<file path="src/hw/rtl/mds_div.sv">
`timescale 1ns / 1ps
// pipelined restoring divider, one quotient bit per stage
module mds_div #(
  parameter int RW = 24,
  parameter int DW = 37,
  parameter int TW = 1
) (
  input  logic          clk_i,
  input  logic          rst_ni,
  input  logic          en_i,
  input  logic          valid_i,
  input  logic [RW-1:0] rem_i,
  input  logic [DW-1:0] dvd_i,
  input  logic [RW-1:0] dvs_i,
  input  logic [TW-1:0] tag_i,
  output logic          valid_o,
  output logic [DW-1:0] quo_o,
  output logic [TW-1:0] tag_o
);

  logic [RW-1:0] rem_q [1:DW];
  logic [DW-1:0] dvd_q [1:DW];
  logic [DW-1:0] quo_q [1:DW];
  logic [RW-1:0] dvs_q [1:DW];
  logic [TW-1:0] tag_q [1:DW];
  logic          v_q   [1:DW];

  for (genvar j = 1; j <= DW; j++) begin : g_step
    logic [RW-1:0] rem_s;
    logic [RW-1:0] dvs_s;
    logic [DW-1:0] dvd_s;
    logic [DW-1:0] quo_s;
    logic [TW-1:0] tag_s;
    logic          v_s;
    logic [RW:0]   w;
    logic          ge;

    if (j == 1) begin : g_first
      assign rem_s = rem_i;
      assign dvs_s = dvs_i;
      assign dvd_s = dvd_i;
      assign quo_s = '0;
      assign tag_s = tag_i;
      assign v_s   = valid_i;
    end else begin : g_next
      assign rem_s = rem_q[j-1];
      assign dvs_s = dvs_q[j-1];
      assign dvd_s = dvd_q[j-1];
      assign quo_s = quo_q[j-1];
      assign tag_s = tag_q[j-1];
      assign v_s   = v_q[j-1];
    end

    assign w  = {rem_s, dvd_s[DW-1]};
    assign ge = w >= {1'b0, dvs_s};

    always_ff @(posedge clk_i or negedge rst_ni) begin
      if (!rst_ni) begin
        v_q[j] <= 1'b0;
      end else if (en_i) begin
        v_q[j] <= v_s;
      end
    end

    always_ff @(posedge clk_i) begin
      if (en_i) begin
        rem_q[j] <= ge ? RW'(w - {1'b0, dvs_s}) : w[RW-1:0];
        dvd_q[j] <= dvd_s << 1;
        quo_q[j] <= {quo_s[DW-2:0], ge};
        dvs_q[j] <= dvs_s;
        tag_q[j] <= tag_s;
      end
    end
  end

  assign valid_o = v_q[DW];
  assign quo_o   = quo_q[DW];
  assign tag_o   = tag_q[DW];

endmodule

</file>
<file path="config.mk">
export PLATFORM = sky130hd
export DESIGN_NAME = mds_div
export DESIGN_NICKNAME = d
export VERILOG_FILES = /design/src/hw/rtl/mds_div.sv
export SDC_FILE = /design/constraint.sdc
export NUM_CORES = 2
export LEC_CHECK = 0
export ABC_CLOCK_PERIOD_IN_PS = 4190
export BUFFER_PORTS_ARGS = -buffer_cell sky130_fd_sc_hd__buf_2
export CAP_MARGIN = 15
export CORE_MARGIN = 4
export CORE_UTILIZATION = 64
export DETAILED_ROUTE_END_ITERATION = 8
export HOLD_SLACK_MARGIN = 0.03
export PLACE_DENSITY = 0.82
export SETUP_SLACK_MARGIN = 0.4
export SLEW_MARGIN = 20
export SYNTH_ARGS = -nofsm -noshare
export SYNTH_HDL_FRONTEND = slang
export SYNTH_MEMORY_MAX_BITS = 65536
export SYNTH_SLANG_ARGS = --single-unit
</file>
<file path="constraint.sdc">
create_clock -name clk_i -period 4.19 [get_ports clk_i]
set_input_delay 0 -clock clk_i [delete_from_list [all_inputs] [get_ports clk_i]]
set_output_delay 0 -clock clk_i [all_outputs]
set_load 0.1 [all_outputs]
</file>
==> flow_summary.yaml <==
global_routing:
  grt_max_degree: 139
  grt_usage: 0.262
  grt_pass1_wl_um: 500000
  gr-total-overflow: 0
  grt_pass1_vias: 90400
  grt_antenna_before_repair: 4
die:
  io_pins: 129
  die_h_um: 490
  die_area_um2: 240000
  fp.coreArea_um2: 231000
  fp-row-count: 176
  start_util: 0.645
  die_width_um: 490
detailed_routing:
  drt-vias-per-instance: 5.98
  wl_um: 321000
  ant_nets: 0
  drc_errors: 0
  detail_route.first_pass.iterations: 6
  vias: 90700
  wl_per_cell_um: 21.2
  drt_iter0_markers: 8378
logic_synthesis:
  netlist_area_um2: 149000
  ys.warnings.count: 0
  synth_common_cells: "3134 x edfxtp_1, 1146 x inv_1, 888 x ha_1, 770 x a21oi_1, 697 x o21ai_0"
  async_flop_share: 0.0117
  synth_most_common_cell: "edfxtp_1"
  synth.area.top_cells: "edfxtp_1 63%, ha_1 7.5%, inv_1 2.9%, mux2_2 2.8%, a21oi_1 2.6%"
  seq_area_frac_synth: 0.638
  synth_edf_count: 3134
  ys_ff_latch: 3171
  yosys.cell_types.count: 102
  synthDominantAreaCellType: "edfxtp_1"
  synth.avg_cell_area_um2: 13.3
  yosys.area.top_type_share: 0.632
  postSynthCellCount: 11200
  synth_nets: 12200
  synth-main-ff-cell: "edfxtp_1"
clock_tree:
  clk_path_buf_depth: 4
  clkTransAtPathRegs_ns: 0.06
  ctsHtreeMaxLevel: 5
  cts.sinks: 3171
  cts_tree: "built"
  clk_latency_ns: 0.96
  clockRootBuffer: "clkbuf_16"
  cts_made_buffers: 335
finish:
  areaGrowthSynthToFinish_pct: 12.4
  drive_above_1_share: 0.108
  nets: 12900
pwr:
  p_per_area_nw_per_um2: 758
  p_leak_nw: 66.2
  ir_worst_vdd_mv: 0.465
hold_path:
  hp-class: "input port to flop"
sta:
  setup-violations-final: 0
  rsz0062_at_grt: "yes"
  setup_tns_ns: 0
  hold_viol_final: 0
  fin_ws_ns: 0.418
  tightestPinTransition_ns: 1.10
  period_minus_slack_ns: 3.77
  fin_skew_ns: 0.0748
  slew_violations: 0
  slew_headroom: 0.270
  period_share: 0.900
  fmax_mhz: 265
critical_path:
  path_max_fanout: 12
  worstPathRequired_ns: 4.89
  worst_setup_path_end_kind: "flop"
  startpoint_type: "flop"
  crit_type: "flop to flop"
  crit_arrival_ns: 4.47
placed_design:
  dp_hpwl_um: 220000
  globalplace.congestion: 0.937
  place_ws_ns: 0.258
  port_buffers: 128
run_status:
  status: "finished clean"
flow_run:
  maxCapViolCount: 0
==> flip-flops by register name, summed over array words and instances (netlist names) <==
register    cells
valid_o         1
g_step.v_s     36
tag_q          37
rem_q         864
dvs_q         864
dvd_q         666
quo_q         703
==> critical path, cell delays in order (launching register included) <==
cell and delay (ns):
edfxtp_1 0.40, ha_1 0.39, nand3_1 0.16, o21bai_1 0.17
a31oi_2 0.16, or4_1 0.47, a31oi_4 0.20, o21ai_1 0.14
a31oi_2 0.34, o21ai_2 0.18, a41oi_4 0.30, clkbuf_16 0.24
mux2_2 0.34
==> through the flow <==
step | total power, mW | instance area (µm²) | hold slack (ns) | std cells | utilization
4_1_cts | 126 | 167000 | 0.166 | 15100 | 0.722
5_1_grt | 134 | 167000 | 0.205 | 15200 | 0.725
3_3_place_gp | 95.6 | 154000 | 0.0956 | 14400 | 0.669
3_5_place_dp | 97.0 | 154000 | 0.120 | 14400 | 0.669
6_report | 127 | 167000 | 0.220 | 15200 | 0.725
2_1_floorplan | 83.8 | 149000 | -0.296 | 11200 | -
==> cell families after synthesis <==
family | count (synthesis) | synth area share
flops | 3171 | 0.638
fa+ha+maj | 924 | 0.0795
mux | 419 | 0.0318
xor+xnor | 701 | 0.0412
simple gates | 2089 | 0.0664
buf+inv | 1343 | 0.0345
compound gates | 2584 | 0.108
==> cell usage in the layout (no fill, tap or decap), types with 204 or more instances in the layout <==
cell type         n
o21ai_0         689
inv_1          1146
ha_1            886
a21oi_1         764
nor2_1          527
mux2_2          368
dlygate4sd3_1   204
clkbuf_16       341
xor2_1          276
a21o_1          339
nand2_1         676
xnor2_1         425
edfxtp_1       3134
==> cell type report <==
class / instances / area (µm²)
repair buffers: 536 / 4890
well taps: 3026 / 3790
multi-input cells: 6718 / 49100
flip-flops and latches: 3171 / 95000
inverters: 1146 / 4300
clock inverters: 184 / 1520
clock buffers: 395 / 8670
fillers: 14700 / 63500
diodes: 4 / 10.0
==> layer usage <==
layer	global-route usage	vias to the layer above	wire length [µm]
met4	0.108	2	14400
met1	0.336	43800	129000
met5	0	-	18
li1	-	42900	-
met2	0.450	3255	160000
met3	0.0369	773	18000
==> path summary, 6_finish.rpt <==
path | slack, ns | cells past startpoint | start | end
min | 0.22 | 2 | en_i | dvs_q[8][2]
min reg2reg | 0.36 | 0 | quo_q[13][10] | quo_q[14][11]
max reg2reg | 0.42 | 12 | rem_q[0][363] | rem_q[0][389]
max | 0.42 | 12 | rem_q[0][363] | rem_q[0][389]
min in group asynchronous | 0.66 | 5 | rst_ni | g_step[10].v_s
max in group asynchronous | 3.33 | 5 | rst_ni | g_step[20].v_s
==> power breakdown <==
group,switching (mW),internal (mW)
clock,11.9,16.1
combinational,27.6,22.3
sequential,4.38,44.5
total,43.9,82.9
==> repair_timing <==
item	CTS	global route
hold endpoints to repair	1061	0
buffers inserted	1	36
setup endpoints to repair	53	339
hold buffers	205	0
pin swaps	0	17
gates resized for setup	6	58
cloned	0	5
(Power assumes the default switching activity.)
